===== src/hdl/bsfc_pkg.sv =====
// Package for the byte S-box Feistel block cipher: types, S-box and update tables.
`default_nettype none

package bsfc_pkg;

  // Operation carried by one input word.
  typedef enum logic [1:0] {
    MODE_LOAD = 2'd0,
    MODE_ENC  = 2'd1,
    MODE_DEC  = 2'd2
  } mode_t;

  // Sequencer states.
  typedef enum logic [2:0] {
    ST_IDLE,
    ST_ENC_RND,
    ST_ENC_FIN,
    ST_DEC_FIN,
    ST_DEC_RND,
    ST_DRAIN,
    ST_DONE
  } seq_state_t;

  // One byte update: r[d] ^= S[r[a] ^ (keyed ? subkey : r[b])].
  typedef struct packed {
    logic [3:0] d;
    logic [3:0] a;
    logic       keyed;
    logic [3:0] b;
  } op_t;

  // Update issued by the sequencer toward the datapath.
  typedef struct packed {
    logic valid;
    logic key_ok;
    op_t  op;
  } iss_t;

  localparam int ROUND_OPS_N = 32;
  localparam int FINAL_OPS_N = 24;
  localparam int KEYED_PER_ROUND = 30;

  function automatic op_t kop(input int d, input int a);
    op_t o;
    o.d = 4'(d);
    o.a = 4'(a);
    o.keyed = 1'b1;
    o.b = 4'd0;
    return o;
  endfunction

  function automatic op_t uop(input int d, input int a, input int b);
    op_t o;
    o.d = 4'(d);
    o.a = 4'(a);
    o.keyed = 1'b0;
    o.b = 4'(b);
    return o;
  endfunction

  localparam op_t ROUND_OPS [ROUND_OPS_N] = '{
    kop(4, 0), kop(5, 1), kop(6, 2), kop(7, 3),
    kop(12, 8), kop(13, 9), kop(14, 10), kop(15, 11),
    kop(4, 12), kop(5, 13), kop(6, 14), kop(7, 15),
    kop(12, 4), kop(13, 5), kop(14, 6), kop(15, 7),
    kop(1, 4), uop(2, 4, 5), kop(3, 6), kop(0, 7),
    kop(9, 12), uop(10, 12, 13), kop(11, 14), kop(8, 15),
    kop(1, 9), kop(2, 10), kop(3, 11), kop(0, 8),
    kop(9, 1), kop(10, 2), kop(11, 3), kop(8, 0)
  };

  localparam op_t FINAL_OPS [FINAL_OPS_N] = '{
    kop(4, 0), kop(5, 1), kop(6, 2), kop(7, 3),
    kop(12, 8), kop(13, 9), kop(14, 10), kop(15, 11),
    kop(4, 12), kop(5, 13), kop(6, 14), kop(7, 15),
    kop(12, 4), kop(13, 5), kop(14, 6), kop(15, 7),
    kop(1, 9), kop(2, 10), kop(3, 11), kop(0, 8),
    kop(9, 1), kop(10, 2), kop(11, 3), kop(8, 0)
  };

  localparam logic [7:0] SBOX [256] = '{
    8'd32, 8'd137, 8'd239, 8'd188, 8'd102, 8'd125, 8'd221, 8'd72,
    8'd212, 8'd68, 8'd81, 8'd37, 8'd86, 8'd237, 8'd147, 8'd149,
    8'd70, 8'd229, 8'd17, 8'd124, 8'd115, 8'd207, 8'd33, 8'd20,
    8'd122, 8'd143, 8'd25, 8'd215, 8'd51, 8'd183, 8'd138, 8'd142,
    8'd146, 8'd211, 8'd110, 8'd173, 8'd1, 8'd228, 8'd189, 8'd14,
    8'd103, 8'd78, 8'd162, 8'd36, 8'd253, 8'd167, 8'd116, 8'd255,
    8'd158, 8'd45, 8'd185, 8'd50, 8'd98, 8'd168, 8'd250, 8'd235,
    8'd54, 8'd141, 8'd195, 8'd247, 8'd240, 8'd63, 8'd148, 8'd2,
    8'd224, 8'd169, 8'd214, 8'd180, 8'd62, 8'd22, 8'd117, 8'd108,
    8'd19, 8'd172, 8'd161, 8'd159, 8'd160, 8'd47, 8'd43, 8'd171,
    8'd194, 8'd175, 8'd178, 8'd56, 8'd196, 8'd112, 8'd23, 8'd220,
    8'd89, 8'd21, 8'd164, 8'd130, 8'd157, 8'd8, 8'd85, 8'd251,
    8'd216, 8'd44, 8'd94, 8'd179, 8'd226, 8'd38, 8'd90, 8'd119,
    8'd40, 8'd202, 8'd34, 8'd206, 8'd35, 8'd69, 8'd231, 8'd246,
    8'd29, 8'd109, 8'd74, 8'd71, 8'd176, 8'd6, 8'd60, 8'd145,
    8'd65, 8'd13, 8'd77, 8'd151, 8'd12, 8'd127, 8'd95, 8'd199,
    8'd57, 8'd101, 8'd5, 8'd232, 8'd150, 8'd210, 8'd129, 8'd24,
    8'd181, 8'd10, 8'd121, 8'd187, 8'd48, 8'd193, 8'd139, 8'd252,
    8'd219, 8'd64, 8'd88, 8'd233, 8'd96, 8'd128, 8'd80, 8'd53,
    8'd191, 8'd144, 8'd218, 8'd11, 8'd106, 8'd132, 8'd155, 8'd104,
    8'd91, 8'd136, 8'd31, 8'd42, 8'd243, 8'd66, 8'd126, 8'd135,
    8'd30, 8'd26, 8'd87, 8'd186, 8'd182, 8'd154, 8'd242, 8'd123,
    8'd82, 8'd166, 8'd208, 8'd39, 8'd152, 8'd190, 8'd113, 8'd205,
    8'd114, 8'd105, 8'd225, 8'd84, 8'd73, 8'd163, 8'd99, 8'd111,
    8'd204, 8'd61, 8'd200, 8'd217, 8'd170, 8'd15, 8'd198, 8'd28,
    8'd192, 8'd254, 8'd134, 8'd234, 8'd222, 8'd7, 8'd236, 8'd248,
    8'd201, 8'd41, 8'd177, 8'd156, 8'd92, 8'd131, 8'd67, 8'd249,
    8'd245, 8'd184, 8'd203, 8'd9, 8'd241, 8'd0, 8'd27, 8'd46,
    8'd133, 8'd174, 8'd75, 8'd18, 8'd93, 8'd209, 8'd100, 8'd120,
    8'd76, 8'd213, 8'd16, 8'd83, 8'd4, 8'd107, 8'd140, 8'd52,
    8'd58, 8'd55, 8'd3, 8'd244, 8'd97, 8'd197, 8'd238, 8'd227,
    8'd118, 8'd49, 8'd79, 8'd230, 8'd223, 8'd165, 8'd153, 8'd59
  };

endpackage

`default_nettype wire


===== src/hdl/bsfc_seq.sv =====
// Update sequencer: walks the round and final update lists and the subkey index.
`default_nettype none

module bsfc_seq #(
  parameter int ROUND_COUNT = 64,
  parameter int SUBKEY_DEPTH = 1944,
  parameter int KI_W = 11
) (
  input  wire logic            clk,
  input  wire logic            rst_n,
  input  wire logic            start_enc,
  input  wire logic            start_dec,
  input  wire logic            out_free,
  output logic                 idle,
  output logic                 xfer,
  output bsfc_pkg::iss_t       iss,
  output logic      [KI_W-1:0] key_addr
);

  localparam int RW = (ROUND_COUNT > 1) ? $clog2(ROUND_COUNT) : 1;
  localparam int KEY_LAST = bsfc_pkg::KEYED_PER_ROUND * ROUND_COUNT
                            + bsfc_pkg::FINAL_OPS_N - 1;
  localparam logic [RW-1:0] RND_LAST = RW'(ROUND_COUNT - 1);
  localparam logic [4:0] RND_OP_LAST = 5'(bsfc_pkg::ROUND_OPS_N - 1);
  localparam logic [4:0] FIN_OP_LAST = 5'(bsfc_pkg::FINAL_OPS_N - 1);

  bsfc_pkg::seq_state_t state_r, state_nxt;
  logic [4:0]      op_r, op_nxt;
  logic [RW-1:0]   rnd_r, rnd_nxt;
  logic [KI_W-1:0] ki_r, ki_nxt;
  bsfc_pkg::op_t   cur_op;
  logic            issuing;

  always_comb begin
    state_nxt = state_r;
    op_nxt = op_r;
    rnd_nxt = rnd_r;
    ki_nxt = ki_r;
    if (issuing && cur_op.keyed) begin
      if (state_r == bsfc_pkg::ST_ENC_RND || state_r == bsfc_pkg::ST_ENC_FIN) begin
        ki_nxt = ki_r + 1'b1;
      end else begin
        ki_nxt = ki_r - 1'b1;
      end
    end
    unique case (state_r)
      bsfc_pkg::ST_IDLE: begin
        if (start_enc) begin
          state_nxt = bsfc_pkg::ST_ENC_RND;
          op_nxt = 5'd0;
          rnd_nxt = '0;
          ki_nxt = '0;
        end else if (start_dec) begin
          state_nxt = bsfc_pkg::ST_DEC_FIN;
          op_nxt = FIN_OP_LAST;
          rnd_nxt = '0;
          ki_nxt = KI_W'(KEY_LAST);
        end
      end
      bsfc_pkg::ST_ENC_RND: begin
        if (op_r == RND_OP_LAST) begin
          op_nxt = 5'd0;
          if (rnd_r == RND_LAST) begin
            state_nxt = bsfc_pkg::ST_ENC_FIN;
          end else begin
            rnd_nxt = rnd_r + 1'b1;
          end
        end else begin
          op_nxt = op_r + 5'd1;
        end
      end
      bsfc_pkg::ST_ENC_FIN: begin
        if (op_r == FIN_OP_LAST) begin
          state_nxt = bsfc_pkg::ST_DRAIN;
        end else begin
          op_nxt = op_r + 5'd1;
        end
      end
      bsfc_pkg::ST_DEC_FIN: begin
        if (op_r == 5'd0) begin
          state_nxt = bsfc_pkg::ST_DEC_RND;
          op_nxt = RND_OP_LAST;
        end else begin
          op_nxt = op_r - 5'd1;
        end
      end
      bsfc_pkg::ST_DEC_RND: begin
        if (op_r == 5'd0) begin
          if (rnd_r == RND_LAST) begin
            state_nxt = bsfc_pkg::ST_DRAIN;
          end else begin
            rnd_nxt = rnd_r + 1'b1;
            op_nxt = RND_OP_LAST;
          end
        end else begin
          op_nxt = op_r - 5'd1;
        end
      end
      bsfc_pkg::ST_DRAIN: begin
        state_nxt = bsfc_pkg::ST_DONE;
      end
      bsfc_pkg::ST_DONE: begin
        if (out_free) begin
          state_nxt = bsfc_pkg::ST_IDLE;
        end
      end
      default: begin
        state_nxt = bsfc_pkg::ST_IDLE;
      end
    endcase
  end

  always_comb begin
    issuing = (state_r == bsfc_pkg::ST_ENC_RND) || (state_r == bsfc_pkg::ST_ENC_FIN) ||
              (state_r == bsfc_pkg::ST_DEC_FIN) || (state_r == bsfc_pkg::ST_DEC_RND);
    if (state_r == bsfc_pkg::ST_ENC_RND || state_r == bsfc_pkg::ST_DEC_RND) begin
      cur_op = bsfc_pkg::ROUND_OPS[op_r];
    end else begin
      cur_op = bsfc_pkg::FINAL_OPS[op_r];
    end
    iss.valid = issuing;
    iss.op = cur_op;
    iss.key_ok = (32'(ki_r) < SUBKEY_DEPTH);
    idle = (state_r == bsfc_pkg::ST_IDLE);
    xfer = (state_r == bsfc_pkg::ST_DONE) && out_free;
    key_addr = ki_r;
  end

  always_ff @(posedge clk) begin
    if (!rst_n) begin
      state_r <= bsfc_pkg::ST_IDLE;
    end else begin
      state_r <= state_nxt;
    end
    op_r <= op_nxt;
    rnd_r <= rnd_nxt;
    ki_r <= ki_nxt;
  end

endmodule

`default_nettype wire


===== config.mk =====
export PLATFORM = sky130hd
export DESIGN_NAME = bsfc_seq
export DESIGN_NICKNAME = d
export VERILOG_FILES = /design/src/hdl/bsfc_pkg.sv /design/src/hdl/bsfc_seq.sv
export SDC_FILE = /design/constraint.sdc
export NUM_CORES = 1
export LEC_CHECK = 0
export BUFFER_PORTS_ARGS = -buffer_cell sky130_fd_sc_hd__buf_2
export CAP_MARGIN = 20
export CELL_PAD_IN_SITES_DETAIL_PLACEMENT = 1
export CELL_PAD_IN_SITES_GLOBAL_PLACEMENT = 2
export CORE_MARGIN = 5
export CORE_UTILIZATION = 30
export CTS_BUF_LIST = sky130_fd_sc_hd__clkbuf_8 sky130_fd_sc_hd__clkbuf_16
export CTS_CLUSTER_SIZE = 8
export DETAILED_ROUTE_END_ITERATION = 16
export GPL_TIMING_DRIVEN = 0
export PLACE_DENSITY = 0.81
export SYNTH_ARGS = -nofsm -noshare
export SYNTH_HDL_FRONTEND = slang
export SYNTH_SLANG_ARGS = --single-unit

===== constraint.sdc =====
create_clock -name clk -period 2.6 [get_ports clk]
set_input_delay 0.13 -clock clk [delete_from_list [all_inputs] [get_ports clk]]
set_output_delay 0.13 -clock clk [all_outputs]
set_load 0.01 [all_outputs]

# After elaboration in Yosys (flattened, before gate mapping)
# Memories as Yosys holds them, arrays and structs flattened.
# Index checks and enable logic that the tools add are counted.
# classes
addsub,5
magnitude_cmp,2
n_eq_ne,19
muxes,34
n_bitwise,1
reduce_logical,13
# ops
operator,count
13-bit two-way mux,5
11-bit two-way mux,5
5-bit two-way mux,7
6-bit two-way mux,5
3-bit two-way mux,9
5-bit one-hot mux with 5 select lines,1
3-bit one-hot mux with 7 select lines,1
6-bit one-hot mux with 3 select lines,1
11-bit by 1-bit adder with 11-bit output (second input constant),1
11-bit < comparator (second input constant),1
11-bit by 1-bit subtractor with 11-bit output (second input constant),1
5-bit == test (second input constant),2
2-bit inequality test (second input constant),5
3-bit == test (second input constant),3
4-bit AND reduction,2
8-bit AND reduction,1
6-bit by 1-bit adder with 6-bit output (second input constant),1
3-bit by 2-bit == test with 1-bit output (second input constant),2
6-bit == test (second input constant),1
6-bit greater-or-equal comparator (second input constant),1
2-bit by 1-bit inequality test with 1-bit output (second input constant),3
3-bit inequality test (second input constant),2
5-bit inverter with 6-bit output,1
5-bit by 1-bit adder with 5-bit output (second input constant),1
8 further kinds,12
# totals
reg_bits,25
romBits,832
input_bits,5
out_inout_bits,28
mem_count,2
# memory_table
name,depth,width,read_ports,rd_ports_with_merged_regs,write_ports,line_no,text
(no name shown),32,13,1,0,0,bsfc_seq.sv:119,cur_op = bsfc_pkg::FINAL_OPS[op_r];
(no name shown),32,13,1,0,0,bsfc_seq.sv:117,cur_op = bsfc_pkg::ROUND_OPS[op_r];

# Logic depth before layout (Yosys ltp)
# Gate-level depths: netlist (run 1).
# logic_depth
depth_word,10
ltp_mapped,10
depth_no_buf,9

# Worst setup path before layout (run 1)
# OpenSTA, ideal clock, no wires.
# synth_path
path_kind,register -> register
from,register state_r[2]
to,register ki_r[8] (netlist: key_addr[8])
setup_time_ns,0.074
arrival_time_ns,2.654
required_ns,2.526
setup_slack_ns,-0.129
path_stages_with_launch,11
n_path_buf,2
period_less_slack_ns,2.729
path_cell_list,dfxtp_1 -> clkbuf_1 -> clkbuf_1 -> nor2_1 -> xnor2_1 -> ha_1 -> nand4_1 -> or4b_2 -> o22a_1 -> or3_1 -> a31oi_1
# synth_between
elab_chain_len,9
elab_cells_between_ends,16
cone_classes,eq/ne: 4; mux: 6; reduce/logical: 6
# synth_lines
item,line_no,text
start: declaration,bsfc_seq.sv:27,"bsfc_pkg::seq_state_t state_r, state_nxt;"
start signal: assignment,bsfc_seq.sv:131,state_r <= bsfc_pkg::ST_IDLE;
start signal: assignment,bsfc_seq.sv:133,state_r <= state_nxt;
3-bit by 1-bit == test with 1-bit output or 3-bit by 2-bit == test with 1-bit output (tied branches),"bsfc_seq.sv:40, bsfc_seq.sv:114, bsfc_seq.sv:116",
1-bit logical OR,"bsfc_seq.sv:40, bsfc_seq.sv:114",
1-bit logical OR,bsfc_seq.sv:114,issuing = (state_r == bsfc_pkg::ST_ENC_RND) || (state_r == bsfc_pkg::ST_ENC_FIN) ||
1-bit logical OR,bsfc_seq.sv:115,(state_r == bsfc_pkg::ST_DEC_FIN) || (state_r == bsfc_pkg::ST_DEC_RND);
1-bit logical AND,bsfc_seq.sv:39,if (issuing && cur_op.keyed) begin
11-bit two-way mux,bsfc_seq.sv:39,
11-bit two-way mux,bsfc_seq.sv:53,end else if (start_dec) begin
11-bit two-way mux,bsfc_seq.sv:48,if (start_enc) begin
11-bit two-way mux (*),bsfc_seq.sv:46,unique case (state_r)
via ki_nxt[8],bsfc_seq.sv:30,"logic [KI_W-1:0] ki_r, ki_nxt;"
end signal: assignment,bsfc_seq.sv:137,ki_r <= ki_nxt;
end: declaration,bsfc_seq.sv:30,
# Mark *: on every way through the listed nets, which the timed path passes. The rest lies on a longest branch.
# A chain may end at the register's enable or synchronous reset.

# Worst setup path in the final report (run 1)
# layout_path
from,register state_r[0]
to,register ki_r[8] (netlist: key_addr[8])
# The elaborated chain is that of the path after synthesis.

==> parameters.txt, run 1 <==
Parameter                              Value

Placed design
  Global placement routability congestion    0.816
  Buffers on Ports    31
  DPL Wire Length    4.29 mm
  Instance count after placement with tap cells included    around 360
  Placed inst area    approximately 2300 sq um
  Setup slack after placement    -356 ps

Power
  P_int    1730 uW
  Maximum vdd ir drop    roughly 0.48 mV
  Overall power consumption    roughly 3400 uW
  Net switching share of the total power    49.7%
  Sw Pwr    around 1700 uW
  Pwr dens    about 1500 nW/um^2
  Combinational power share    64.7%
  Standby leakage power    between 0.0009 and 0.001 uW
  Sequential Power Share    between 20% and 30%
  Clk network pwr share    under 10%

Job
  Max-Cap Viols    0

Drt
  Per-cell routed wire length    between 15 and 20 microns
  DRC violation count after routing    0
  Ratio of routed vias to standard cells    roughly 5.4
  Via count    1962
  Remaining antenna violation count after routing    0
  Number of iterations in the first detailed-routing pass    4
  DRT iter0 DRCs    100
  Final wirelength    5.82 mm

Logic synthesis
  Post-synthesis instance total    250
  Count of flip-flops with a built-in enable after synthesis    11
  Most area-consuming cells after synthesis    edfxtp_1 17%, dfxtp_1 14%, ha_1 6.9%, nor2_1 5.3%, o21ai_0 4.5%
  Synthesized area divided by synthesized cell count    approximately 8 sq um
  Most frequently used cell type in the post-synthesis netlist    nor2_1
  Main flop type after synthesis    dfxtp_1
  Synth top cells by count    28 x nor2_1, 21 x nand2_1, 18 x o21ai_0, 14 x a21oi_1, 14 x dfxtp_1
  Share of synthesized registers carrying an async set or reset    0%
  Distinct cells, synth    50
  Warnings, synthesis    0
  Net count after synthesis    266
  Cell type contributing the most total cell area after synthesis    edfxtp_1
  Proportion of synthesized chip area in sequential cells    a little under a third
  Number of storage elements in the synthesis netlist    25
  Area of the mapped netlist    roughly 2000 sq um
  Share of Yosys cell area claimed by the top area cell type    between 10% and 20%

Global route
  Maximum number of pins on one net before global-route repair    14
  Via count of the first global-routing pass    approximately 2000
  Met2 track demand over resource in global routing    21.7%
  Met3 capacity usage during global routing    1.39%
  Number of antenna violations at the first check in global routing    0
  Total global routing overflow    0
  Global routing's busiest layer    met2
  Total Routing Usage GR    around 14%
  Met1 global-route usage    between 20% and 30%
  Wire length of the first global-routing pass    slightly below 10 mm

Floorplan
  FP Rows    29
  Height of the chip    a little over 90 microns
  Number of I/O pins    33
  Horizontal die dimension    ~92 microns
  Die Outline Area    8390 sq um
  Starting density of the core    between 30% and 40%
  Core Area    approximately 6400 sq um

Timing
  Final Setup Violations    0
  Post-route setup slack    just over 90 ps
  Max Slew Vio Count    0
  Worst-case headroom to the max-slew limit    between 60 and 70%
  Skew final    about 4.1 ps
  Minimum clock period after layout    about 2500 ps
  Share of the clock period used by the worst path    between 90% and 100%
  Slew @ Worst Pin    about 560 ps
  Highest attainable clock frequency    roughly 400 MHz
  Count of final hold-check violations    0

CTS
  Root cell of the clock tree    clkbuf_8
  Number of buffers created by CTS    3
  Worst skew pair latency    280 ps
  Clock slew at reported path FFs    100 ps
  Clock buffer depth    2
  Total clock sinks    25
  CTS tree    yes
  H-tree depth reported by CTS    1

Worst setup path
  Critical path buffers and inverters    1
  CP max stage delay    530 ps
  CP max FO    8
  Endpoint class of the critical path    flop
  Flop2flop setup slack    between 90 and 100 ps
  CP delay by family, top    simple AND/OR/NAND/NOR gates
  Setup Crit Path Kind    reg2reg
  Cell with the largest stage delay on the worst path    or4b_4
  Crit start category    flop
  List of cells traversed by the critical path    buf_4 > xnor2_4 > nor2_4 > xnor2_1 > ha_2 > nand4_1 > or4b_4 > o22a_1 > or3_1 > a31oi_1
  Critical path data required time    around 2800 ps
  CP Data Arrival Time    approximately 2700 ps

Outcome
  Run status    completed

Finish
  Post-layout net count    305
  Fin area    ~2400 sq um
  Area grow syn2layout    18.0%
  Ratio of cells with drive above 1 in the final layout    between 10% and 20%
  Number of cells in the finished layout apart from fillers    365
  Diode insertion count for antenna repair    0

Min path
  Worst min path class    in2reg
## sequential cells by signal, summed over array words and instances (netlist names)
signal / count
key_addr: 11
op_r: 5
rnd_r: 6
state_r: 3
## kinds of logic after synthesis
kind of cell	count (synthesis)	synth area share [%]
AOI/OAI and AO/OA	58	18.0
xor gates and xnor gates	11	5.20
muxes	10	5.13
and+or+nand+nor	109	28.4
buffers and inverters	25	5.64
DFF	25	30.6
adders and majority gates	11	6.89
other	1	0.188
## final cells by class
| type | count | area [sq um] |
|---|---|---|
| fill | 805 | 4060 |
| multi-input combinational | 200 | 1300 |
| timing repair buffer | 35 | 185 |
| inverter | 9 | 33.8 |
| sequential | 25 | 612 |
| buffer | 15 | 86.3 |
| clock inverter | 1 | 3.75 |
| clock buffer | 3 | 41.3 |
| tap | 77 | 96.3 |
## power groups by stage
stage	Sequential (uW)	Clock (uW)	Combinational, uW
2_1_floorplan	917	0	1520
3_3_place_gp	951	0	2140
3_5_place_dp	958	0	2160
4_1_cts	964	255	2210
5_1_grt	1000	277	2510
6_report	968	250	2230
## metal layers
| metal | wire length, microns | vias up |
|---|---|---|
| met4 | 65 | 0 |
| met2 | 2530 | 30 |
| li1 | - | 979 |
| met3 | 137 | 7 |
| met5 | 0 | - |
| met1 | 3090 | 946 |
## metrics by stage
step                      hold WS [ps]  utilization [%]  TNS [ps]
after floorplan                    252                -         0
after global placement             407             35.3      -668
after detailed placement           407             35.3      -597
after CTS                          118             36.5         0
after global routing               114             36.7     -2.19
final                              116             36.7         0
## cells in the final DEF, fill, tap and decap left out, types with 2 or more instances in the layout
cell and instances:
a21oi_1 14, a221oi_1 2, a22oi_1 3, a31oi_1 4, and2_1 5, and3_1 3
buf_2 31, buf_4 9, clkbuf_1 8, clkbuf_8 4, dfxtp_1 13, edfxtp_1 11
ha_1 10, inv_1 10, mux2_2 2, mux2i_1 8, nand2_1 21, nand2b_1 4
nand3_1 10, nand3b_1 4, nand4_1 3, nor2_1 27, nor2b_1 3, nor3_1 11
nor4_1 4, o21ai_0 18, o22a_1 3, o22ai_1 4, o32ai_1 2, or3_1 3
xnor2_1 6, xor2_1 4
## what timing repair did
| item | 4_1_cts | 5_1_grt |
|---|---|---|
| setup buffers | 2 | 2 |
| resized for setup | 5 | 2 |
| gates cloned | 0 | 0 |
| hold buffers | 0 | 0 |
| endpoints found under the setup margin | 3 | 3 |
| pin swaps | 1 | 2 |
## path summary, 6_finish.rpt
kind                      end         from  depth (start not counted)
setup / recovery  key_addr[8]   state_r[0]                         10
hold / removal     state_r[2]        rst_n                          2
setup reg to reg  key_addr[8]   state_r[0]                         10
hold reg to reg   key_addr[9]  key_addr[9]                          2
(Power assumes the default switching activity.)
==> inputs of run 2 (changes only) <==
--- a/config.mk
+++ b/config.mk
@@ -13,5 +13,5 @@
 export CORE_UTILIZATION = 30
 export CTS_BUF_LIST = sky130_fd_sc_hd__clkbuf_8 sky130_fd_sc_hd__clkbuf_16
-export CTS_CLUSTER_SIZE = 8
+export CTS_CLUSTER_SIZE = 40
 export DETAILED_ROUTE_END_ITERATION = 16
 export GPL_TIMING_DRIVEN = 0
==> constraint.sdc (replaced) <==
create_clock -name clk -period 2.6 [get_ports clk]
set_input_delay 0.52 -clock clk [delete_from_list [all_inputs] [get_ports clk]]
set_output_delay 0.52 -clock clk [all_outputs]
set_load 0.01 [all_outputs]
==> run 2 against run 1 <==
  * Combinational power is 2% higher
  * Register-to-register slack hardly changed
  * Sequential power is 2% lower
  * Wire length is 1.2% lower
  * Cell count is 0.27% higher
  * Flip-flop and latch count stayed put
  * Clock power hardly changed
  * Sequential share of layout area is 0.35 points lower
==> parameters.txt, run 2 (synthesized netlist as in run 1, its figures left out) <==
Parameter                              Value

Outcome
  Run status    completed

Drt
  Number of iterations in the first detailed-routing pass    4
  DRC violation count after routing    0
  Remaining antenna violation count after routing    0
  Per-cell routed wire length    ~16 microns
  Ratio of routed vias to standard cells    ~5.4
  DRT iter0 DRCs    94
  Final wirelength    5.75 mm
  Via count    about 2000

CTS
  H-tree depth reported by CTS    1
  Clock buffer depth    2
  Count of hold buffers inserted by post-cts repair    0
  Worst skew pair latency    around 280 ps
  Total clock sinks    25
  Clock slew at reported path FFs    approximately 100 ps
  Root cell of the clock tree    clkbuf_8
  Number of buffers created by CTS    3
  CTS tree    yes

Timing
  Worst-case headroom to the max-slew limit    61.6%
  Post-route setup slack    between 80 and 90 ps
  Final Setup Violations    0
  Slew @ Worst Pin    about 580 ps
  Share of the clock period used by the worst path    96.6%
  Minimum clock period after layout    about 2500 ps
  Count of final hold-check violations    0
  Highest attainable clock frequency    around 400 MHz
  Skew final    approximately 2.2 ps
  Max Slew Vio Count    0

Power
  Maximum vdd ir drop    about 0.47 mV
  Net switching share of the total power    49.4%
  Clk network pwr share    under 10%
  Pwr dens    approximately 1500 nW/um^2
  Sw Pwr    ~1700 uW
  P_int    1760 uW
  Sequential Power Share    between 20% and 30%
  Combinational power share    about 66%
  Standby leakage power    0.000976 uW

Finish
  Leading cell types in the layout, fill and taps excluded    31 x buf_2, 27 x nor2_1, 21 x nand2_1, 17 x o21ai_0
  Diode insertion count for antenna repair    0
  Post-layout net count    306
  Number of cells in the finished layout apart from fillers    366
  Filler Cells Inserted    between 800 and 900
  Most common library cell in the layout ignoring fill and taps    buf_2
  Largest register FFs    11
  Area grow syn2layout    19.4%
  Ratio of cells with drive above 1 in the final layout    approximately a fifth

Worst setup path
  Critical path data required time    2810 ps
  List of cells traversed by the critical path    buf_4 > xnor2_4 > nor2_4 > xnor2_1 > ha_2 > nand4_1 > or4b_4 > o22a_1 > or3_1 > a31oi_1
  Setup Crit Path Kind    reg2reg
  CP max FO    8
  Critical path buffers and inverters    1
  CP delay by family, top    simple AND/OR/NAND/NOR gates
  Endpoint class of the critical path    flop
  CP max stage delay    530 ps
  CP Data Arrival Time    2720 ps
  Cell with the largest stage delay on the worst path    or4b_4
  Crit start category    flop

Floorplan
  Die Outline Area    ~8400 sq um
  Number of I/O pins    33
  Core Area    6420 sq um
  Starting density of the core    31.1%
  FP Rows    29
  Height of the chip    between 90 and 100 microns
  Horizontal die dimension    between 90 and 100 microns

Placed design
  Global placement routability congestion    0.816
  DPL Wire Length    4.29 mm
  Buffers on Ports    31
  Instance count after placement with tap cells included    about 360
  Setup slack after placement    -356 ps

Global route
  Total global routing overflow    0
  Maximum number of pins on one net before global-route repair    14
  Via count of the first global-routing pass    slightly below 2000
  Wire length of the first global-routing pass    approximately 10 mm
  Number of antenna violations at the first check in global routing    0
  Total Routing Usage GR    between 10 and 15%

Min path
  Worst min path class    in2reg

Job
  Max-Cap Viols    0
[run 2: layout make-up]
cell class              instances  area, sq um  share of cell area (%)
repair buffers                 35          185                    7.76
clock buffers                   3         41.3                    1.73
multi-input cells             200         1320                    55.2
clock inverters                 1         3.75                   0.157
well taps                      77         96.3                    4.04
flip-flops and latches         25          611                    25.6
plain buffers                  16         98.8                    4.14
inverters                       9         33.8                    1.42
[run 2: worst reg2reg max path: stages (launching register included)]
cell     delay (ps)
dfxtp_1         310
buf_4           170
xnor2_4         150
nor2_4          130
xnor2_1         130
ha_2            220
nand4_1         160
or4b_4          530
o22a_1          200
or3_1           310
a31oi_1         150
[run 2: power by group through the flow]
stage	Sequential, uW	Combinational [uW]	Clock (uW)
floorplan	917	1520	0
global placement	951	2140	0
detailed placement	958	2160	0
CTS	949	2250	255
global route	987	2570	277
finish	950	2280	248
[run 2: routing by layer]
layer	track usage [%]	up-vias	routed length (microns)
li1	-	985	-
met1	20.4	954	3090
met2	21.5	25	2490
met3	1.39	7	95
met4	4.65	0	68
met5	0	-	0
[run 2: through the flow]
step / power [uW] / area [sq um] / hold WS, ps / utilization (%) / setup TNS, ps
floorplan: 2440 / 2010 / 545 / - / 0
global placement: 3090 / 2270 / 538 / 35.3 / -668
detailed placement: 3120 / 2270 / 548 / 35.3 / -597
CTS: 3450 / 2360 / 508 / 36.7 / 0
global route: 3840 / 2390 / 504 / 37.2 / -12.7
finish: 3480 / 2390 / 507 / 37.2 / 0
[run 2: worst paths after layout]
kind | end | slack (ps) | cells past startpoint | from
max | key_addr[8] | 90 | 10 | state_r[0]
min | state_r[2] | 510 | 2 | rst_n
max reg2reg | key_addr[8] | 90 | 10 | state_r[0]
min reg2reg | key_addr[9] | 550 | 2 | key_addr[9]
[run 2: timing repair]
item / CTS / global route
setup endpoints to repair: 6 / 18
setup buffers: 2 / 2
gates resized for setup: 8 / 9
gates cloned: 0 / 0
hold endpoints to repair: 0 / 0
pin swaps: 1 / 3
